`config.mk`:
```
export PLATFORM = sky130hd
export DESIGN_NAME = fan_speed_thermal_controller
export DESIGN_NICKNAME = d
export VERILOG_FILES = /design/src/hdl/fstc_pkg.sv /design/src/hdl/fstc_div.sv /design/src/hdl/fstc_ctrl.sv /design/src/hdl/fstc_dp.sv /design/src/hdl/fan_speed_thermal_controller.sv
export SDC_FILE = /design/constraint.sdc
export NUM_CORES = 1
export LEC_CHECK = 0
export BUFFER_PORTS_ARGS = -buffer_cell sky130_fd_sc_hd__clkbuf_2
export CAP_MARGIN = 10
export CORE_UTILIZATION = 60
export CTS_CLUSTER_SIZE = 20
export DETAILED_ROUTE_END_ITERATION = 8
export HOLD_SLACK_MARGIN = 0.02
export PLACE_DENSITY = 0.77
export SLEW_MARGIN = 0
export SYNTH_ARGS = -nofsm -noshare
export SYNTH_HDL_FRONTEND = slang
export SYNTH_SLANG_ARGS = --single-unit
```
`constraint.sdc`:
```
create_clock -name clk -period 4.6 [get_ports clk]
set_input_delay 0.46 -clock clk [delete_from_list [all_inputs] [get_ports clk]]
set_output_delay 0.46 -clock clk [all_outputs]
set_load 0.03 [all_outputs]
```
`src/hdl/fstc_pkg.sv`:
```
package fstc_pkg;

  localparam logic [6:0] MAX_FAN_SPEED     = 7'd100;
  localparam logic [6:0] PREHEAT_FAN_SPEED = 7'd10;
  localparam logic [6:0] INITIAL_FAN_SPEED = 7'd100;
  localparam logic [1:0] FAIL_LIMIT        = 2'd3;
  localparam int         HISTORY_DEPTH     = 8;
  localparam int         HIST_IDX_W        = $clog2(HISTORY_DEPTH);

  localparam int DIV_W     = 10;
  localparam int DIV_CNT_W = $clog2(DIV_W);

  typedef enum logic [1:0] {
    PROF_NORMAL,
    PROF_OVERHEAT,
    PROF_PREHEAT,
    PROF_FAIL
  } profile_t;

  typedef enum logic [2:0] {
    CFG_TEMP_MIN_VALID,
    CFG_TEMP_MAX_VALID,
    CFG_TEMP_TARGET,
    CFG_TEMP_OVER_THRESHOLD,
    CFG_TEMP_UNDER_THRESHOLD,
    CFG_TEMP_TOLERANCE,
    CFG_PREHEAT_ENABLE,
    CFG_MIN_FAN_SPEED
  } cfg_idx_t;

  typedef enum logic [2:0] {
    S_IDLE,
    S_CALC,
    S_DECIDE,
    S_DIV_A,
    S_DIV_B,
    S_STEP,
    S_COMMIT
  } state_t;

  typedef struct packed {
    logic agg;
    logic calc;
    logic div_start;
    logic div_sel;
    logic step;
    logic commit;
  } ctrl_cmd_t;

  typedef struct packed {
    logic need_div;
    logic div_done;
    logic out_busy;
  } dp_status_t;

  function automatic logic [6:0] fstc_clamp(logic signed [11:0] s, logic [6:0] lo);
    logic [6:0] r;
    if (s > $signed({5'b0, MAX_FAN_SPEED})) begin
      r = MAX_FAN_SPEED;
    end else if (s < $signed({5'b0, lo})) begin
      r = lo;
    end else begin
      r = s[6:0];
    end
    return r;
  endfunction

endpackage

```
`src/hdl/fstc_div.sv`:
```
module fstc_div
  import fstc_pkg::*;
(
  input  logic             clk,
  input  logic             rst,
  input  logic             start,
  input  logic [DIV_W-1:0] dividend,
  input  logic [DIV_W-1:0] divisor,
  output logic [DIV_W-1:0] quotient,
  output logic             done
);

  logic                 busy;
  logic [DIV_CNT_W-1:0] cnt;
  logic [DIV_W-1:0]     rem;
  logic [DIV_W-1:0]     quo;
  logic [DIV_W-1:0]     dvs;
  logic [DIV_W:0]       shifted;
  logic [DIV_W:0]       trial;

  assign shifted  = {rem, quo[DIV_W-1]};
  assign trial    = shifted - {1'b0, dvs};
  assign quotient = quo;

  always_ff @(posedge clk) begin
    if (rst) begin
      busy <= 1'b0;
      done <= 1'b0;
      cnt  <= '0;
    end else begin
      done <= 1'b0;
      if (start) begin
        busy <= 1'b1;
        cnt  <= '0;
        rem  <= '0;
        quo  <= dividend;
        dvs  <= divisor;
      end else if (busy) begin
        if (!trial[DIV_W]) begin
          rem <= trial[DIV_W-1:0];
          quo <= {quo[DIV_W-2:0], 1'b1};
        end else begin
          rem <= shifted[DIV_W-1:0];
          quo <= {quo[DIV_W-2:0], 1'b0};
        end
        cnt <= cnt + 1'b1;
        if (cnt == DIV_CNT_W'(DIV_W - 1)) begin
          busy <= 1'b0;
          done <= 1'b1;
        end
      end
    end
  end

endmodule

```
`src/hdl/fstc_ctrl.sv`:
```
module fstc_ctrl
  import fstc_pkg::*;
(
  input  logic       clk,
  input  logic       rst,
  input  logic       in_valid,
  input  logic       last_chain,
  output logic       in_ready,
  output ctrl_cmd_t  cmd,
  input  dp_status_t st
);

  state_t state;
  state_t state_next;

  always_ff @(posedge clk) begin
    if (rst) begin
      state <= S_IDLE;
    end else begin
      state <= state_next;
    end
  end

  always_comb begin
    state_next = state;
    in_ready   = 1'b0;
    cmd        = '0;
    case (state)
      S_IDLE: begin
        in_ready = 1'b1;
        if (in_valid) begin
          cmd.agg = 1'b1;
          if (last_chain) begin
            state_next = S_CALC;
          end
        end
      end
      S_CALC: begin
        cmd.calc   = 1'b1;
        state_next = S_DECIDE;
      end
      S_DECIDE: begin
        if (st.need_div) begin
          cmd.div_start = 1'b1;
          state_next    = S_DIV_A;
        end else begin
          state_next = S_STEP;
        end
      end
      S_DIV_A: begin
        if (st.div_done) begin
          cmd.div_start = 1'b1;
          cmd.div_sel   = 1'b1;
          state_next    = S_DIV_B;
        end
      end
      S_DIV_B: begin
        if (st.div_done) begin
          state_next = S_STEP;
        end
      end
      S_STEP: begin
        cmd.step   = 1'b1;
        state_next = S_COMMIT;
      end
      S_COMMIT: begin
        if (!st.out_busy) begin
          cmd.commit = 1'b1;
          state_next = S_IDLE;
        end
      end
      default: begin
        state_next = S_IDLE;
      end
    endcase
  end

endmodule

```
`src/hdl/fstc_dp.sv`:
```
module fstc_dp
  import fstc_pkg::*;
(
  input  logic              clk,
  input  logic              rst,
  input  ctrl_cmd_t         cmd,
  output dp_status_t        st,
  input  logic              cfg_we,
  input  logic [2:0]        cfg_index,
  input  logic [8:0]        cfg_data,
  input  logic              chain_enabled,
  input  logic signed [8:0] chain_avg_temp,
  input  logic signed [8:0] chain_high_temp,
  output logic              out_valid,
  input  logic              out_ready,
  output logic [6:0]        fan_duty,
  output logic              speed_changed,
  output logic [1:0]        profile,
  output logic signed [8:0] device_avg_temp
);

  // configuration
  logic signed [8:0] temp_min_valid;
  logic signed [8:0] temp_max_valid;
  logic signed [8:0] temp_target;
  logic signed [8:0] temp_over_threshold;
  logic signed [8:0] temp_under_threshold;
  logic [5:0]        hyst_tol;
  logic              preheat_enable;
  logic [6:0]        min_fan_speed;

  // state
  logic [6:0]            current_fan_speed;
  logic signed [8:0]     agg_avg_temp;
  logic signed [8:0]     agg_high_temp;
  logic [3:0]            agg_chain_count;
  logic signed [8:0]     prev_avg_temp;
  logic signed [8:0]     prev_high_temp;
  logic [7:0]            rise_history [HISTORY_DEPTH];
  logic [HIST_IDX_W-1:0] rise_write_index;
  logic [1:0]            fail_count;
  logic                  overheat_active;

  // control step registers
  logic              counted;
  logic              ovh;
  logic              pre;
  logic              below;
  logic signed [9:0] rise;
  logic signed [9:0] delta;
  logic signed [11:0] raw_speed;
  logic              do_cmd;

  // combinational
  logic              chain_ok;
  logic signed [8:0] seed_avg;
  logic signed [8:0] seed_high;
  logic              hist_zero;
  logic signed [10:0] avg11;
  logic signed [10:0] high11;
  logic signed [10:0] tol11;
  logic signed [10:0] over_lim;
  logic signed [10:0] under_lim;
  logic signed [10:0] tgt_lim;
  logic signed [9:0] rise_a;
  logic signed [9:0] delta_a;
  logic signed [9:0] rise_h;
  logic signed [9:0] delta_h;
  logic              use_hot;
  logic [1:0]        fail_inc;
  logic              fail_trip;
  logic [DIV_W-1:0]  div_dividend;
  logic [DIV_W-1:0]  div_divisor;
  logic [DIV_W-1:0]  div_quo;
  logic              div_done;
  logic [DIV_W-1:0]  tol_div;
  logic signed [11:0] cur12;
  logic [6:0]        speed_new;
  logic              upd_normal;
  profile_t          prof_new;

  fstc_div u_div (
    .clk      (clk),
    .rst      (rst),
    .start    (cmd.div_start),
    .dividend (div_dividend),
    .divisor  (div_divisor),
    .quotient (div_quo),
    .done     (div_done)
  );

  always_ff @(posedge clk) begin
    if (rst) begin
      temp_min_valid       <= 9'sd0;
      temp_max_valid       <= 9'sd125;
      temp_target          <= 9'sd75;
      temp_over_threshold  <= 9'sd100;
      temp_under_threshold <= 9'sd30;
      hyst_tol             <= 6'd2;
      preheat_enable       <= 1'b1;
      min_fan_speed        <= 7'd10;
    end else if (cfg_we) begin
      case (cfg_idx_t'(cfg_index))
        CFG_TEMP_MIN_VALID:       temp_min_valid       <= cfg_data;
        CFG_TEMP_MAX_VALID:       temp_max_valid       <= cfg_data;
        CFG_TEMP_TARGET:          temp_target          <= cfg_data;
        CFG_TEMP_OVER_THRESHOLD:  temp_over_threshold  <= cfg_data;
        CFG_TEMP_UNDER_THRESHOLD: temp_under_threshold <= cfg_data;
        CFG_TEMP_TOLERANCE:       hyst_tol             <= cfg_data[5:0];
        CFG_PREHEAT_ENABLE:       preheat_enable       <= cfg_data[0];
        CFG_MIN_FAN_SPEED:        min_fan_speed        <= cfg_data[6:0];
        default: begin
        end
      endcase
    end
  end

  always_comb begin
    chain_ok  = chain_enabled && (chain_avg_temp > temp_min_valid) &&
                (chain_avg_temp < temp_max_valid);
    seed_avg  = (agg_chain_count != 4'd0) ? agg_avg_temp : 9'sd0;
    seed_high = (agg_chain_count != 4'd0) ? agg_high_temp : temp_min_valid;
    hist_zero = 1'b1;
    for (int i = 0; i < HISTORY_DEPTH; i++) begin
      if (rise_history[i] != 8'd0) begin
        hist_zero = 1'b0;
      end
    end

    avg11     = $signed({{2{agg_avg_temp[8]}}, agg_avg_temp});
    high11    = $signed({{2{agg_high_temp[8]}}, agg_high_temp});
    tol11     = $signed({5'b0, hyst_tol});
    over_lim  = $signed({{2{temp_over_threshold[8]}}, temp_over_threshold}) -
                (overheat_active ? tol11 : 11'sd0);
    under_lim = $signed({{2{temp_under_threshold[8]}}, temp_under_threshold}) - tol11;
    tgt_lim   = $signed({{2{temp_target[8]}}, temp_target}) - tol11;

    rise_a  = $signed({agg_avg_temp[8], agg_avg_temp}) -
              $signed({prev_avg_temp[8], prev_avg_temp});
    delta_a = $signed({agg_avg_temp[8], agg_avg_temp}) -
              $signed({temp_target[8], temp_target});
    rise_h  = $signed({agg_high_temp[8], agg_high_temp}) -
              $signed({prev_high_temp[8], prev_high_temp});
    delta_h = $signed({agg_high_temp[8], agg_high_temp}) -
              $signed({temp_over_threshold[8], temp_over_threshold});
    use_hot = (rise_h > rise_a) || (delta_h > delta_a);

    fail_inc  = (fail_count == 2'd3) ? 2'd3 : fail_count + 2'd1;
    fail_trip = (fail_inc >= FAIL_LIMIT) && (current_fan_speed < MAX_FAN_SPEED);

    tol_div      = (hyst_tol == 6'd0) ? DIV_W'(1) : DIV_W'(hyst_tol);
    div_dividend = cmd.div_sel ? DIV_W'(rise) : DIV_W'(-delta);
    div_divisor  = cmd.div_sel ? div_quo + DIV_W'(1) : tol_div;

    st.need_div = counted && !ovh && !pre && (delta <= 10'sd0) && (rise > 10'sd0);
    st.div_done = div_done;
    st.out_busy = out_valid && !out_ready;

    cur12      = $signed({5'b0, current_fan_speed});
    speed_new  = do_cmd ? fstc_clamp(raw_speed, min_fan_speed) : current_fan_speed;
    upd_normal = counted && !ovh && !pre;
    if (!counted) begin
      prof_new = PROF_FAIL;
    end else if (ovh) begin
      prof_new = PROF_OVERHEAT;
    end else if (pre) begin
      prof_new = PROF_PREHEAT;
    end else begin
      prof_new = PROF_NORMAL;
    end
  end

  always_ff @(posedge clk) begin
    if (cmd.calc) begin
      counted <= (agg_chain_count != 4'd0);
      ovh     <= high11 >= over_lim;
      pre     <= preheat_enable && (avg11 < under_lim);
      below   <= (avg11 < tgt_lim) || (hist_zero && (agg_avg_temp < temp_target));
      rise    <= use_hot ? rise_h : rise_a;
      delta   <= use_hot ? delta_h : delta_a;
    end
    if (cmd.step) begin
      if (!counted) begin
        raw_speed <= $signed({5'b0, MAX_FAN_SPEED});
        do_cmd    <= fail_trip;
      end else if (ovh) begin
        raw_speed <= $signed({5'b0, MAX_FAN_SPEED});
        do_cmd    <= 1'b1;
      end else if (pre) begin
        raw_speed <= $signed({5'b0, PREHEAT_FAN_SPEED});
        do_cmd    <= 1'b1;
      end else if (delta > 10'sd0) begin
        raw_speed <= cur12 + $signed({{2{delta[9]}}, delta}) +
                     $signed({{2{rise[9]}}, rise});
        do_cmd    <= (rise >= 10'sd0);
      end else begin
        do_cmd <= 1'b1;
        if (rise > 10'sd0) begin
          raw_speed <= cur12 + $signed({2'b0, div_quo});
        end else if (rise == 10'sd0) begin
          raw_speed <= cur12 - $signed({11'b0, below});
        end else begin
          raw_speed <= cur12 + $signed({{2{rise[9]}}, rise});
        end
      end
    end
  end

  always_ff @(posedge clk) begin
    if (rst) begin
      current_fan_speed <= INITIAL_FAN_SPEED;
      agg_chain_count   <= 4'd0;
      prev_avg_temp     <= 9'sd75;
      prev_high_temp    <= 9'sd0;
      rise_write_index  <= '0;
      fail_count        <= 2'd0;
      overheat_active   <= 1'b0;
      out_valid         <= 1'b0;
      for (int i = 0; i < HISTORY_DEPTH; i++) begin
        rise_history[i] <= 8'd0;
      end
    end else begin
      if (!cmd.commit && out_valid && out_ready) begin
        out_valid <= 1'b0;
      end
      if (cmd.agg && chain_ok) begin
        agg_avg_temp  <= (chain_avg_temp > seed_avg) ? chain_avg_temp : seed_avg;
        agg_high_temp <= (chain_high_temp > seed_high) ? chain_high_temp : seed_high;
        if (agg_chain_count != 4'd15) begin
          agg_chain_count <= agg_chain_count + 4'd1;
        end
      end
      if (cmd.commit) begin
        current_fan_speed <= speed_new;
        agg_chain_count   <= 4'd0;
        out_valid         <= 1'b1;
        fan_duty          <= speed_new;
        speed_changed     <= (speed_new != current_fan_speed);
        profile           <= prof_new;
        device_avg_temp   <= counted ? agg_avg_temp : 9'sd0;
        if (counted) begin
          fail_count      <= 2'd0;
          overheat_active <= ovh;
        end else begin
          fail_count <= fail_trip ? 2'd0 : fail_inc;
        end
        if (upd_normal) begin
          prev_avg_temp  <= agg_avg_temp;
          prev_high_temp <= agg_high_temp;
          for (int i = 0; i < HISTORY_DEPTH; i++) begin
            if (HIST_IDX_W'(i) == rise_write_index) begin
              rise_history[i] <= rise[7:0];
            end else if ((delta <= 10'sd0) && (rise == 10'sd0) && below) begin
              rise_history[i] <= 8'hFF;
            end
          end
          rise_write_index <= rise_write_index + 1'b1;
        end
      end
    end
  end

endmodule

```
`src/hdl/fan_speed_thermal_controller.sv`:
```
// Fan speed thermal controller.
// Input channel (in_valid/in_ready): one chain temperature reading per transfer.
// Readings between ticks are folded into a running maximum as they arrive,
// and in_ready stays high for them. The reading with last_chain set closes the
// tick and starts one control step; in_ready is low until that step finishes.
// Output channel (out_valid/out_ready): one result per tick, held in an output
// register. After the closing transfer the control step runs the calc, decide,
// step and commit states; when the below-target scaling needs its two
// divisions, both run in turn on the shared radix-2 divider before step.
// A new tick's readings are taken while the previous result waits; a stalled
// receiver only holds the block at the end of the next control step.
// Configuration: cfg_we writes cfg_data to register cfg_index;
// write only while no tick is in progress.
// Reset (rst, synchronous): registers return to their defaults, fan speed to
// the initial speed, history and counters clear, and no result is pending.
module fan_speed_thermal_controller
  import fstc_pkg::*;
(
  input  logic              clk,
  input  logic              rst,
  input  logic              cfg_we,
  input  logic [2:0]        cfg_index,
  input  logic [8:0]        cfg_data,
  input  logic              in_valid,
  output logic              in_ready,
  input  logic              chain_enabled,
  input  logic signed [8:0] chain_avg_temp,
  input  logic signed [8:0] chain_high_temp,
  input  logic              last_chain,
  output logic              out_valid,
  input  logic              out_ready,
  output logic [6:0]        fan_duty,
  output logic              speed_changed,
  output logic [1:0]        profile,
  output logic signed [8:0] device_avg_temp
);

  ctrl_cmd_t  cmd;
  dp_status_t st;

  fstc_ctrl u_ctrl (
    .clk        (clk),
    .rst        (rst),
    .in_valid   (in_valid),
    .last_chain (last_chain),
    .in_ready   (in_ready),
    .cmd        (cmd),
    .st         (st)
  );

  fstc_dp u_dp (
    .clk             (clk),
    .rst             (rst),
    .cmd             (cmd),
    .st              (st),
    .cfg_we          (cfg_we),
    .cfg_index       (cfg_index),
    .cfg_data        (cfg_data),
    .chain_enabled   (chain_enabled),
    .chain_avg_temp  (chain_avg_temp),
    .chain_high_temp (chain_high_temp),
    .out_valid       (out_valid),
    .out_ready       (out_ready),
    .fan_duty        (fan_duty),
    .speed_changed   (speed_changed),
    .profile         (profile),
    .device_avg_temp (device_avg_temp)
  );

endmodule

```
==> impl_metrics.sql, run 1 <==
INSERT INTO impl_metrics (metric_group, metric, value, unit) VALUES
('clock_network', 'number_of_setup_buffers_added_after_cts', '0', ''),
('timing', 'period_needed', '4.13', 'ns'),
('synthesis', 'yosysTopAreaCell', 'sky130_fd_sc_hd__edfxtp_1', ''),
('power', 'power_switching', '0.00157', 'W'),
('detailed_routing', 'avgViaCountPerCell', '6.01', ''),
('clock_network', 'clkSlewWorstSetupHoldPaths', '0.06', 'ns'),
('power', 'netSwitchingFraction', '0.258', ''),
('critical_path', 'worstSetupStartpointType', 'register', ''),
('clock_network', 'numCtsBuffers', '30', ''),
('critical_path', 'cp.arrival', '4.52', 'ns'),
('timing', 'setup_tns', '0', 'ns'),
('critical_path', 'data_required_time_of_the_worst_path', '5.00', 'ns'),
('floorplanning', 'rows', '63', ''),
('synthesis', 'number_of_synthesized_flops_with_an_enable_pin', '168', ''),
('clock_network', 'cts.repair.resized', '0', ''),
('detailed_routing', 'drcViolationCount', '0', ''),
('floorplanning', 'fp.coreArea', '0.0297', 'mm2'),
('finish', 'layout-area-overhead-vs-synth', '10.1', '%'),
('clock_network', 'cts.path.max_buffers', '3', ''),
('finish', 'drive_gt1_frac', '0.0870', ''),
('timing', 'max_slew_margin', '0.307', ''),
('clock_network', 'clock-root-buffer', 'sky130_fd_sc_hd__clkbuf_16', ''),
('synthesis', 'synthesized_instance_count', '1983', ''),
('placement', 'io_buffers', '57', ''),
('timing', 'unrepaired_setup_endpoints_after_global_routing', 'false', ''),
('critical_path', 'worst-setup-path-type', 'register to register', ''),
('clock_network', 'tritoncts', 'yes', ''),
('floorplanning', 'die-height', '176', 'um'),
('synthesis', 'postSynth.topFlopCell', 'sky130_fd_sc_hd__edfxtp_1', ''),
('clock_network', 'clock_tree.htree_level_count', '1', ''),
('timing', 'fin_worst_skew', '0.0101', 'ns'),
('grt', 'global_route.usage.total', '0.308', ''),
('run', 'max_cap_viol_count', '0', ''),
('placement', 'dpl.hpwl', '35800', 'um'),
('detailed_routing', 'wl_per_cell', '19.4', 'um'),
('power', 'combPwrFrac', '0.124', ''),
('timing', 'timing_hold_violations_final', '0', ''),
('timing', 'post-route-period-util', '0.897', ''),
('floorplanning', 'start_util', '0.612', ''),
('critical_path', 'crit_start', 'u_dp.agg_high_temp[0]', ''),
('floorplanning', 'dieArea', '0.0310', 'mm2'),
('min_path', 'hp-class', 'primary input to register', ''),
('power', 'pwr_density_cell', '303', 'mW/mm2'),
('finish', 'final_area', '0.0200', 'mm2'),
('power', 'power_frac_seq', '0.447', ''),
('power', 'p_clk_frac', '0.429', ''),
('timing', 'setup_violations', '0', ''),
('critical_path', 'crit_fanout', '8', ''),
('finish', 'antennaDiodeCount', '0', ''),
('power', 'power_report.internal_total', '0.00450', 'W'),
('clock_network', 'insertion_delay', '0.57', 'ns'),
('outcome', 'run_status', 'completed', ''),
('timing', 'maxClockFrequency', '242', 'MHz'),
('synthesis', 'ffs_w_async_s_r_synth', '0', ''),
('grt', 'number_of_global_route_vias_before_repair', '14200', ''),
('detailed_routing', 'route.vias.total', '14700', ''),
('floorplanning', 'boundaryPins', '58', ''),
('floorplanning', 'floorplan.die.width', '176', 'um'),
('synthesis', 'synth-warning-count', '0', ''),
('critical_path', 'worst_setup_path_end_kind', 'register', ''),
('synthesis', 'synth_cell_type_count', '72', ''),
('power', 'worst_ir_drop_vdd', '0.277', 'mV'),
('timing', 'final_max_slew_viol_count', '0', ''),
('min_path', 'hold_depth', '2', ''),
('synthesis', 'synth.ff_latch_count', '272', ''),
('placement', 'gpl.final_weighted_congestion', '0.980', ''),
('grt', 'grt_pass1_wl', '74700', 'um'),
('grt', 'grt_overflow', '0', ''),
('clock_network', 'clock_net_sink_count', '272', ''),
('critical_path', 'r2r_cells', '19', ''),
('grt', 'grt_start_max_net_pins', '54', '');
[critical path: stages, from the launching register on]
cell	delay, ns
sky130_fd_sc_hd__edfxtp_1	0.38
sky130_fd_sc_hd__inv_1	0.13
sky130_fd_sc_hd__ha_1	0.20
sky130_fd_sc_hd__inv_1	0.06
sky130_fd_sc_hd__fa_1	0.40
sky130_fd_sc_hd__nand2_1	0.08
sky130_fd_sc_hd__nand2_1	0.06
sky130_fd_sc_hd__a21oi_1	0.20
sky130_fd_sc_hd__o21ai_0	0.11
sky130_fd_sc_hd__a21oi_1	0.22
sky130_fd_sc_hd__o21ai_0	0.15
sky130_fd_sc_hd__xnor2_1	0.26
sky130_fd_sc_hd__inv_1	0.08
sky130_fd_sc_hd__ha_1	0.31
sky130_fd_sc_hd__nand3_1	0.10
sky130_fd_sc_hd__a211oi_1	0.18
sky130_fd_sc_hd__nor2_1	0.09
sky130_fd_sc_hd__o22ai_2	0.41
sky130_fd_sc_hd__buf_4	0.29
sky130_fd_sc_hd__mux2i_1	0.24
[stage by stage]
stage               cells  setup slack (ns)
floorplan            1983             0.953
global placement     2391             0.684
detailed placement   2391             0.565
CTS                  2447             0.541
global route         2447             0.140
finish               2447             0.475
[power groups by stage]
stage	Clock, W	Combinational [W]	Sequential (W)
2_1_floorplan	0	0.000535	0.00274
3_3_place_gp	0	0.000722	0.00276
3_5_place_dp	0	0.000741	0.00276
4_1_cts	0.00262	0.000747	0.00271
5_1_grt	0.00271	0.000834	0.00272
6_report	0.00260	0.000755	0.00271
[layer usage]
| layer | vias up | wire, um | global-route usage | part of all wire |
|---|---|---|---|---|
| met4 | 0 | 1910 | 0.127 | 0.040 |
| met3 | 105 | 3580 | 0.0459 | 0.075 |
| li1 | 7100 | - | - | - |
| met5 | - | 0 | 0 | 0 |
| met1 | 6973 | 19400 | 0.396 | 0.41 |
| met2 | 532 | 22600 | 0.519 | 0.48 |
[placed cells by master (no fill, tap or decap), types with 6 or more instances in the layout]
master	synthesis	routed
sky130_fd_sc_hd__inv_1	177	176
sky130_fd_sc_hd__mux2i_1	61	61
sky130_fd_sc_hd__a31oi_1	12	12
sky130_fd_sc_hd__a21oi_1	164	164
sky130_fd_sc_hd__nor4_1	22	22
sky130_fd_sc_hd__a211oi_1	13	13
sky130_fd_sc_hd__xor2_1	32	32
sky130_fd_sc_hd__nor2b_1	38	38
sky130_fd_sc_hd__clkbuf_16	0	31
sky130_fd_sc_hd__buf_4	0	39
sky130_fd_sc_hd__o21bai_1	7	7
sky130_fd_sc_hd__or3_1	6	6
sky130_fd_sc_hd__a21o_1	44	44
sky130_fd_sc_hd__o22ai_1	19	18
sky130_fd_sc_hd__and2_1	18	18
sky130_fd_sc_hd__o21a_1	29	29
sky130_fd_sc_hd__nor3_1	26	26
sky130_fd_sc_hd__clkbuf_2	0	56
sky130_fd_sc_hd__nand2_1	255	255
sky130_fd_sc_hd__edfxtp_1	168	168
sky130_fd_sc_hd__mux2_2	8	8
sky130_fd_sc_hd__a21boi_0	6	6
sky130_fd_sc_hd__nand4_1	18	18
sky130_fd_sc_hd__nand3_1	42	42
sky130_fd_sc_hd__o21ai_0	83	83
sky130_fd_sc_hd__nor2_1	143	141
sky130_fd_sc_hd__dfxtp_1	104	104
sky130_fd_sc_hd__nand2b_1	26	26
sky130_fd_sc_hd__ha_1	194	194
sky130_fd_sc_hd__fa_1	18	18
sky130_fd_sc_hd__o211ai_1	20	20
sky130_fd_sc_hd__xnor2_1	67	67
[flip-flops by register name, summed over array words and instances (netlist names), 6 cells and up]
| name | count |
|---|---|
| u_dp.device_avg_temp | 9 |
| u_dp.min_fan_speed | 7 |
| u_dp.current_fan_speed | 7 |
| u_dp.prev_avg_temp | 9 |
| u_dp.raw_speed | 12 |
| u_dp.u_div.dvs | 10 |
| u_dp.temp_target | 9 |
| u_dp.u_div.rem | 10 |
| u_dp.temp_min_valid | 9 |
| u_dp.u_div.quotient | 10 |
| u_dp.temp_max_valid | 9 |
| u_dp.prev_high_temp | 9 |
| u_dp.temp_under_threshold | 9 |
| u_dp.agg_avg_temp | 9 |
| u_dp.agg_high_temp | 9 |
| u_dp.delta | 10 |
| u_dp.rise | 10 |
| u_dp.rise_history | 64 |
| u_dp.temp_over_threshold | 9 |
| u_dp.hyst_tol | 6 |
| u_dp.fan_duty | 7 |
[worst paths after layout]
| kind | endpoint | slack, ns |
|---|---|---|
| worst max-delay path | u_dp.rise[0] | 0.47 |
| worst min-delay path | u_dp.agg_high_temp[0] | 0.22 |
| worst max register to register | u_dp.rise[0] | 0.47 |
| worst min register to register | u_dp.prev_avg_temp[2] | 0.45 |
[cells in the mapped netlist, types with 32 or more instances]
master                     instances
sky130_fd_sc_hd__dfxtp_1         104
sky130_fd_sc_hd__nand2_1         255
sky130_fd_sc_hd__clkbuf_1         54
sky130_fd_sc_hd__o21ai_0          83
sky130_fd_sc_hd__nor2b_1          38
sky130_fd_sc_hd__nand3_1          42
sky130_fd_sc_hd__edfxtp_1        168
sky130_fd_sc_hd__nor2_1          143
sky130_fd_sc_hd__a21o_1           44
sky130_fd_sc_hd__a21oi_1         164
sky130_fd_sc_hd__xor2_1           32
sky130_fd_sc_hd__xnor2_1          67
sky130_fd_sc_hd__mux2i_1          61
sky130_fd_sc_hd__inv_1           177
sky130_fd_sc_hd__ha_1            194
[area by class of cell]
class                           instances  area, um2
Tap cell                              390        488
Timing Repair Buffer                   96        578
Clock buffer                           34        797
Multi-Input combinational cell       1455      10100
Sequential cell                       272       7130
Clock inverter                         22        275
Inverter                              178        668
Fill cell                            2356       9700
[cell families after synthesis]
| kind of cell | Yosys count | share of synthesized area |
|---|---|---|
| AND/OR/NAND/NOR | 627 | 0.160 |
| AO/OA/AOI/OAI | 448 | 0.154 |
| flip-flops | 272 | 0.392 |
| buffers and inverters | 256 | 0.0544 |
| adder cells (fa/ha/maj) | 212 | 0.153 |
| XOR/XNOR | 99 | 0.0477 |
| multiplexers | 69 | 0.0385 |
Note: power is estimated with default switching activity, not from simulation.
==> inputs of run 2 (changes only) <==
Settings changed: ABC_AREA set to 1.
==> run 2 against run 1 <==
  * Maximum frequency increased by 7.1%
  * Critical path depth increased by 3
  * Combinational power increased to 2.5 times the previous value
  * Utilization decreased by 0.88 points
  * Non-clock buffer count decreased by 27
  * Power increased by 18%
  * Flip-flop and latch count unchanged
  * Final area decreased by 1.3%
  * Hold slack improved by 0.046 ns
  * Clock power decreased by 14%
  * Clock-buffer cell count decreased by 2
  * Critical endpoint is now u_dp.delta[4]
==> impl_metrics.sql, run 2 <==
INSERT INTO impl_metrics (metric_group, metric, value, unit) VALUES
('power', 'total_power', '0.00716', 'W'),
('critical_path', 'data_required_time_of_the_worst_path', '4.88', 'ns'),
('synthesis', 'synthesized_instance_count', '2192', ''),
('detailed_routing', 'met2WireLength', '22300', 'um'),
('finish', 'most_flops_register', 'u_dp.rise_history', ''),
('clock_network', 'clkSlewWorstSetupHoldPaths', '0.06', 'ns'),
('synthesis', 'synth-warning-count', '0', ''),
('detailed_routing', 'drcViolationCount', '0', ''),
('synthesis', 'synthesis.nets', '2441', ''),
('critical_path', 'worst_setup_path_end_kind', 'register', ''),
('clock_network', 'clock_tree.htree_level_count', '1', ''),
('detailed_routing', 'drtPass1Iterations', '5', ''),
('placement', 'placed_cells_incl_taps', '2610', ''),
('floorplanning', 'start_util', '0.611', ''),
('clock_network', 'cts-hold-fix-buffers', '0', ''),
('finish', 'largest_reg_flops', '64', ''),
('timing', 'setup_tns', '0', 'ns'),
('critical_path', 'r2r_cells', '22', ''),
('placement', 'dpl.hpwl', '36700', 'um'),
('grt', 'grt_start_max_net_pins', '76', ''),
('run', 'max_cap_viol_count', '0', ''),
('detailed_routing', 'route.vias.total', '15700', ''),
('finish', 'final_core_utilization', '0.665', ''),
('floorplanning', 'fp.coreArea', '0.0297', 'mm2'),
('detailed_routing', 'avgViaCountPerCell', '5.88', ''),
('timing', 'maxClockFrequency', '260', 'MHz'),
('synthesis', 'synth_largest_type_area_fraction', '0.278', ''),
('critical_path', 'crit_fanout', '19', ''),
('critical_path', 'critPathSlowestCell', 'sky130_fd_sc_hd__edfxtp_1', ''),
('synthesis', 'average_instance_area_after_synthesis', '8.29', 'um2'),
('floorplanning', 'boundaryPins', '58', ''),
('timing', 'finalWorstSetupSlack', '0.748', 'ns'),
('detailed_routing', 'drt-met1-wl', '19700', 'um'),
('floorplanning', 'floorplan.die.width', '176', 'um'),
('timing', 'tightest_slew', '1.12', 'ns'),
('detailed_routing', 'wl_per_cell', '17.9', 'um'),
('grt', 'global_route.usage.total', '0.313', ''),
('synthesis', 'synth_commonest_cells', 'sky130_fd_sc_hd__nand2_1 (384), sky130_fd_sc_hd__inv_1 (304), sky130_fd_sc_hd__a21oi_1 (218)', ''),
('detailed_routing', 'route.final.wire_length', '47600', 'um'),
('finish', 'most-common-layout-cells', 'sky130_fd_sc_hd__nand2_1 (384), sky130_fd_sc_hd__inv_1 (303), sky130_fd_sc_hd__a21oi_1 (217), sky130_fd_sc_hd__o21ai_0 (206), sky130_fd_sc_hd__ha_1 (194)', ''),
('grt', 'grt_pass1_wl', '76300', 'um'),
('detailed_routing', 'drt_iter0_drc', '1340', ''),
('power', 'worst_ir_drop_vdd', '0.300', 'mV'),
('floorplanning', 'die-height', '176', 'um'),
('critical_path', 'timing.rr.end', 'u_dp.delta[4]', ''),
('grt', 'grt_overflow', '0', ''),
('outcome', 'run_status', 'completed', ''),
('finish', 'design.final.nets', '2500', ''),
('timing', 'timing_hold_violations_final', '0', ''),
('finish', 'layout-area-overhead-vs-synth', '8.76', '%'),
('grt', 'initial_antenna_violation_count', '0', ''),
('critical_path', 'critical_path.most_common_cell', 'sky130_fd_sc_hd__nand2_1', ''),
('critical_path', 'worst-setup-path-type', 'register to register', ''),
('detailed_routing', 'routed-wl-met3', '3680', 'um'),
('synthesis', 'synthMostInstantiatedCell', 'sky130_fd_sc_hd__nand2_1', ''),
('clock_network', 'tritoncts', 'yes', ''),
('finish', 'count_of_non_filler_cells_in_the_finished_layout', '2664', ''),
('synthesis', 'yosysTopAreaCell', 'sky130_fd_sc_hd__edfxtp_1', ''),
('synthesis', 'synth.ff_latch_count', '272', ''),
('synthesis', 'ffs_w_async_s_r_synth', '0', ''),
('critical_path', 'cp.arrival', '4.13', 'ns'),
('timing', 'final_max_slew_viol_count', '0', ''),
('finish', 'drive_gt1_frac', '0.0721', ''),
('clock_network', 'cts.repair.resized', '0', ''),
('timing', 'post-route-period-util', '0.837', ''),
('clock_network', 'clock_net_sink_count', '272', ''),
('critical_path', 'critPathTopFamily', 'simple AND/OR/NAND/NOR gates', ''),
('critical_path', 'critical_path.reg2reg.startpoint', 'u_dp.agg_avg_temp[0]', ''),
('synthesis', 'synth.cell_area', '0.0182', 'mm2'),
('critical_path', 'max_stage_delay', '0.43', 'ns'),
('finish', 'largestRegisters', 'u_dp.rise_history x64, u_dp.raw_speed x12', ''),
('synthesis', 'postSynth.topFlopCell', 'sky130_fd_sc_hd__edfxtp_1', ''),
('synthesis', 'synth_cell_type_count', '60', ''),
('critical_path', 'crit_path_end', 'u_dp.delta[4]', ''),
('critical_path', 'cp_num_buf_inv', '4', ''),
('clock_network', 'number_of_setup_buffers_added_after_cts', '0', ''),
('placement', 'gpl.final_weighted_congestion', '0.974', ''),
('timing', 'unrepaired_setup_endpoints_after_global_routing', 'false', ''),
('power', 'pwr_density_cell', '362', 'mW/mm2'),
('placement', 'io_buffers', '57', ''),
('finish', 'layout.cells.most_common', 'sky130_fd_sc_hd__nand2_1', ''),
('critical_path', 'crit_start', 'u_dp.agg_avg_temp[0]', ''),
('floorplanning', 'rows', '63', ''),
('critical_path', 'path_cells', 'inv_1, ha_1, inv_1, fa_1, nand3_1, nand2_1, nand2_1, nand2_1, a21oi_1, nor2_1, o21ai_0, nand2_1, xor2_1, inv_1, ha_1, nor3_1, nand2_1, nand3_1, nand2_1, buf_4, nand2_1, o21ai_0', ''),
('clock_network', 'insertion_delay', '0.57', 'ns'),
('detailed_routing', 'postRouteAntennaNets', '0', ''),
('clock_network', 'numCtsBuffers', '29', ''),
('clock_network', 'clock-root-buffer', 'sky130_fd_sc_hd__clkbuf_16', ''),
('timing', 'period_needed', '3.85', 'ns'),
('finish', 'antennaDiodeCount', '0', ''),
('grt', 'number_of_global_route_vias_before_repair', '14700', ''),
('timing', 'max_slew_margin', '0.250', ''),
('timing', 'setup_violations', '0', ''),
('floorplanning', 'dieArea', '0.0310', 'mm2'),
('critical_path', 'worstSetupStartpointType', 'register', ''),
('synthesis', 'number_of_synthesized_flops_with_an_enable_pin', '168', ''),
('synthesis', 'share_of_synthesized_area_occupied_by_flip_flops_and_latches', '0.392', ''),
('placement', 'post-place-ws', '0.758', 'ns'),
('detailed_routing', 'maxUsedRoutingLayer', 'met4', ''),
('power', 'p_leak', '8.83', 'nW'),
('critical_path', 'cp_num_cells', '22', ''),
('timing', 'fin_worst_skew', '0.0236', 'ns'),
('synthesis', 'synth_area_leaders', 'sky130_fd_sc_hd__edfxtp_1 (28%), sky130_fd_sc_hd__ha_1 (13%), sky130_fd_sc_hd__dfxtp_1 (11%)', ''),
('clock_network', 'cts.path.max_buffers', '3', ''),
('critical_path', 'reg2reg_setup_slack', '0.75', 'ns'),
('min_path', 'hp-class', 'primary input to register', '');
## run 2: changes by cell type in the layout (fill, tap and decap cells not counted), sizes merged, moves of 38 or more
cell   delta
o21ai   +135
a21oi    +55
nand2   +137
mux2i    -60
nor2b    -38
nand3    +54
inv     +138
## run 2: cell families after synthesis
family          after synthesis  share of synthesized area
simple gates                727                      0.176
compound gates              545                      0.165
buf+inv                     360                     0.0760
flops                       272                      0.392
fa+ha+maj                   212                      0.153
xor+xnor                     75                     0.0366
mux                           1                   0.000551
## run 2: cell type report
cell class | instances | area, um2
clock inverter | 22 | 148
timing repair buffer | 69 | 375
fill | 2498 | 9960
inverter | 319 | 1200
sequential | 272 | 7130
tap | 390 | 488
multi-input combinational | 1560 | 9660
clock buffer | 32 | 757
## run 2: report_power, final
part | total (W) | switching, W | internal (W)
Clock | 0.00224 | 0.000992 | 0.00124
Sequential | 0.00300 | 0.000201 | 0.00280
Combinational | 0.00192 | 0.00126 | 0.000655
Total | 0.00716 | 0.00246 | 0.00470
## run 2: tightest hold or removal path, delay by kind of cell
kind,cells,cell delay (ns)
buf+inv,1,0.12
simple gates,4,0.22
## run 2: worst min path at each step
| stage | startpoint | depth (start not counted) | to | slack [ns] |
|---|---|---|---|---|
| after floorplan | u_dp.preheat_enable | 2 | u_dp.preheat_enable | 0.42 |
| after global placement | u_dp.temp_max_valid[0] | 2 | u_dp.temp_max_valid[0] | 0.44 |
| after detailed placement | u_dp.temp_max_valid[0] | 2 | u_dp.temp_max_valid[0] | 0.45 |
| after CTS | cfg_index[0] | 5 | u_dp.preheat_enable | 0.25 |
| after global routing | chain_high_temp[2] | 3 | u_dp.agg_high_temp[2] | 0.28 |
| final | cfg_index[0] | 5 | u_dp.preheat_enable | 0.27 |
## run 2: metal layers
layer	vias up	track usage
li1	7641	-
met1	7270	0.410
met2	636	0.531
met3	122	0.0347
met4	0	0.118
met5	-	0
## run 2: through the flow
| step | hold WS [ns] | cell area [um2] |
|---|---|---|
| 2_1_floorplan | 0.422 | 18200 |
| 3_3_place_gp | 0.443 | 18900 |
| 3_5_place_dp | 0.446 | 18900 |
| 4_1_cts | 0.248 | 19800 |
| 5_1_grt | 0.282 | 19800 |
| 6_report | 0.270 | 19800 |
==> inputs of run 3 (changes only) <==
Clock period 4.6 ns to 3.7 ns, I/O delays scaled along.
==> run 3 against run 2 <==
  * Die area unchanged
  * Cell count increased by 1.3%
  * Clock-buffer cell count rose by 4
==> impl_metrics.sql, run 3 (synthesized netlist as in run 2, its figures left out) <==
INSERT INTO impl_metrics (metric_group, metric, value, unit) VALUES
('floorplanning', 'floorplan.die.width', '176', 'um'),
('grt', 'global_route.usage.total', '0.312', ''),
('critical_path', 'worstSetupStartpointType', 'register', ''),
('finish', 'drive_gt1_frac', '0.0879', ''),
('critical_path', 'worst-setup-path-type', 'register to register', ''),
('timing', 'fin_worst_skew', '0.0154', 'ns'),
('timing', 'finalWorstSetupSlack', '0.252', 'ns'),
('detailed_routing', 'postRouteAntennaNets', '0', ''),
('run', 'max_cap_viol_count', '0', ''),
('grt', 'grt_use_met1', '0.408', ''),
('grt', 'grt_pass1_wl', '76000', 'um'),
('grt', 'grt_overflow', '0', ''),
('finish', 'layout.cells.most_common', 'sky130_fd_sc_hd__nand2_1', ''),
('clock_network', 'cts.path.max_buffers', '3', ''),
('critical_path', 'crit_fanout', '23', ''),
('timing', 'max_slew_margin', '0.279', ''),
('power', 'netSwitchingFraction', '0.335', ''),
('timing', 'setup_tns', '0', 'ns'),
('detailed_routing', 'avgViaCountPerCell', '5.83', ''),
('outcome', 'run_status', 'completed', ''),
('finish', 'most_flops_register', 'u_dp.rise_history', ''),
('placement', 'dpl.hpwl', '37300', 'um'),
('finish', 'most-common-layout-cells', 'sky130_fd_sc_hd__nand2_1 (383), sky130_fd_sc_hd__inv_1 (302), sky130_fd_sc_hd__a21oi_1 (215), sky130_fd_sc_hd__o21ai_0 (205), sky130_fd_sc_hd__ha_1 (194)', ''),
('finish', 'design.final.nets', '2534', ''),
('power', 'pwr_density_cell', '458', 'mW/mm2'),
('detailed_routing', 'drtPass1Iterations', '6', ''),
('timing', 'final_max_slew_viol_count', '0', ''),
('critical_path', 'cp.arrival', '3.74', 'ns'),
('clock_network', 'clock_tree.htree_level_count', '1', ''),
('clock_network', 'clkSlewWorstSetupHoldPaths', '0.06', 'ns'),
('floorplanning', 'fp.coreArea', '0.0297', 'mm2'),
('placement', 'gpl.final_weighted_congestion', '0.984', ''),
('grt', 'globalRoute.busiestLayer', 'met2', ''),
('floorplanning', 'boundaryPins', '58', ''),
('power', 'power_frac_seq', '0.401', ''),
('timing', 'timing_hold_violations_final', '0', ''),
('grt', 'grt.met2_usage', '0.524', ''),
('timing', 'post-route-period-util', '0.932', ''),
('power', 'p_clk_frac', '0.330', ''),
('grt', 'globalRouteMet3Util', '0.0342', ''),
('detailed_routing', 'wl_per_cell', '17.9', 'um'),
('detailed_routing', 'drt_iter0_drc', '1454', ''),
('clock_network', 'clock_net_sink_count', '272', ''),
('timing', 'period_needed', '3.45', 'ns'),
('floorplanning', 'rows', '63', ''),
('placement', 'post-place-ws', '0.221', 'ns'),
('timing', 'maxClockFrequency', '290', 'MHz'),
('min_path', 'hp-class', 'primary input to register', ''),
('clock_network', 'tritoncts', 'yes', ''),
('power', 'worst_ir_drop_vdd', '0.530', 'mV'),
('critical_path', 'worst_setup_path_end_kind', 'register', ''),
('finish', 'largest_reg_flops', '64', ''),
('clock_network', 'clock-root-buffer', 'sky130_fd_sc_hd__clkbuf_16', ''),
('critical_path', 'data_required_time_of_the_worst_path', '3.99', 'ns'),
('finish', 'largestRegisters', 'u_dp.rise_history x64, u_dp.raw_speed x12', ''),
('detailed_routing', 'drcViolationCount', '0', ''),
('power', 'power_report.internal_total', '0.00612', 'W'),
('timing', 'tightest_slew', '1.08', 'ns'),
('clock_network', 'cts-hold-fix-buffers', '0', ''),
('finish', 'multi_input_area', '0.00968', 'mm2'),
('grt', 'grt_start_max_net_pins', '77', ''),
('power', 'power_switching', '0.00309', 'W'),
('finish', 'antennaDiodeCount', '0', ''),
('clock_network', 'insertion_delay', '0.57', 'ns'),
('floorplanning', 'dieArea', '0.0310', 'mm2'),
('grt', 'number_of_global_route_vias_before_repair', '14800', ''),
('timing', 'unrepaired_setup_endpoints_after_global_routing', 'false', ''),
('finish', 'layout-area-overhead-vs-synth', '10.7', '%'),
('clock_network', 'numCtsBuffers', '30', ''),
('detailed_routing', 'route.vias.total', '15700', ''),
('floorplanning', 'die-height', '176', 'um'),
('placement', 'io_buffers', '57', ''),
('finish', 'fill_cells', '2478', ''),
('finish', 'area.sequential', '0.00713', 'mm2'),
('detailed_routing', 'route.final.wire_length', '48300', 'um'),
('power', 'p_leak', '9.01', 'nW'),
('timing', 'setup_violations', '0', ''),
('grt', 'initial_antenna_violation_count', '0', ''),
('floorplanning', 'start_util', '0.611', ''),
('power', 'combPwrFrac', '0.269', '');
==> run 3: cell count changes in the layout (fill, tap and decap cells not counted), sizes merged <==
cell	before	now
buf	12	45
inv	319	314
clkbuf	89	93
bufinv	1	4
clkinv	20	18
clkinvlp	1	3
==> run 3: area by class of cell <==
| class | count | share of cell area |
|---|---|---|
| inverters | 319 | 0.0595 |
| flip-flops and latches | 272 | 0.354 |
| clock buffers | 36 | 0.0384 |
| repair buffers | 102 | 0.0309 |
| multi-input cells | 1560 | 0.481 |
| well taps | 390 | 0.0243 |
| clock inverters | 20 | 0.0113 |
==> run 3: power by group through the flow <==
| stage | Sequential, W | Combinational [W] | Clock, W |
|---|---|---|---|
| CTS | 0.00369 | 0.00243 | 0.00307 |
| global placement | 0.00375 | 0.00237 | 0 |
| finish | 0.00369 | 0.00247 | 0.00304 |
| detailed placement | 0.00375 | 0.00241 | 0 |
| floorplan | 0.00368 | 0.00174 | 0 |
| global route | 0.00371 | 0.00278 | 0.00318 |
==> run 3: routing by layer <==
layer	part of all wire	vias up
li1	-	7713
met1	0.42	7270
met2	0.46	601
met3	0.069	144
met4	0.045	0
met5	0	-
==> run 3: through the flow <==
step / cell area (um2) / hold WS [ns] / instances / util / power, W
after global placement: 19100 / 0.445 / 2638 / 0.641 / 0.00611
after detailed placement: 19100 / 0.452 / 2638 / 0.641 / 0.00616
after CTS: 20100 / 0.159 / 2694 / 0.675 / 0.00918
final: 20100 / 0.168 / 2699 / 0.677 / 0.00920
after global routing: 20100 / 0.182 / 2699 / 0.677 / 0.00967
after floorplan: 18200 / 0.422 / 2192 / - / 0.00542
==> run 3: worst max-delay path, cell delays in order, from the launching register on <==
cell and delay, ns:
sky130_fd_sc_hd__edfxtp_1 0.38, sky130_fd_sc_hd__inv_2 0.11, sky130_fd_sc_hd__ha_1 0.17, sky130_fd_sc_hd__inv_1 0.06, sky130_fd_sc_hd__fa_1 0.39, sky130_fd_sc_hd__nand3_1 0.08
sky130_fd_sc_hd__nand2_1 0.08, sky130_fd_sc_hd__nand2_1 0.07, sky130_fd_sc_hd__nand2_1 0.06, sky130_fd_sc_hd__a21oi_2 0.15, sky130_fd_sc_hd__o21ai_0 0.11, sky130_fd_sc_hd__a21oi_1 0.19
sky130_fd_sc_hd__inv_1 0.06, sky130_fd_sc_hd__nand2_1 0.05, sky130_fd_sc_hd__nand2_1 0.08, sky130_fd_sc_hd__ha_1 0.30, sky130_fd_sc_hd__nand4_1 0.08, sky130_fd_sc_hd__o22ai_1 0.14
sky130_fd_sc_hd__o21bai_1 0.15, sky130_fd_sc_hd__nand2_1 0.11, sky130_fd_sc_hd__buf_4 0.21, sky130_fd_sc_hd__nand2_1 0.08, sky130_fd_sc_hd__o21ai_0 0.08
==> run 3: repair_timing <==
item                       4_1_cts  5_1_grt
setup endpoints to repair        0       14
buffers inserted                 0        4
resized for setup                0        6
==> run 3: final timing paths <==
path | from | end | slack (ns) | cells past startpoint
setup / recovery | u_dp.agg_high_temp[0] | u_dp.delta[9] | 0.25 | 22
hold reg to reg | u_dp.prev_avg_temp[8] | u_dp.prev_avg_temp[8] | 0.46 | 2
setup reg to reg | u_dp.agg_high_temp[0] | u_dp.delta[9] | 0.25 | 22
hold / removal | chain_high_temp[4] | u_dp.agg_high_temp[4] | 0.17 | 3
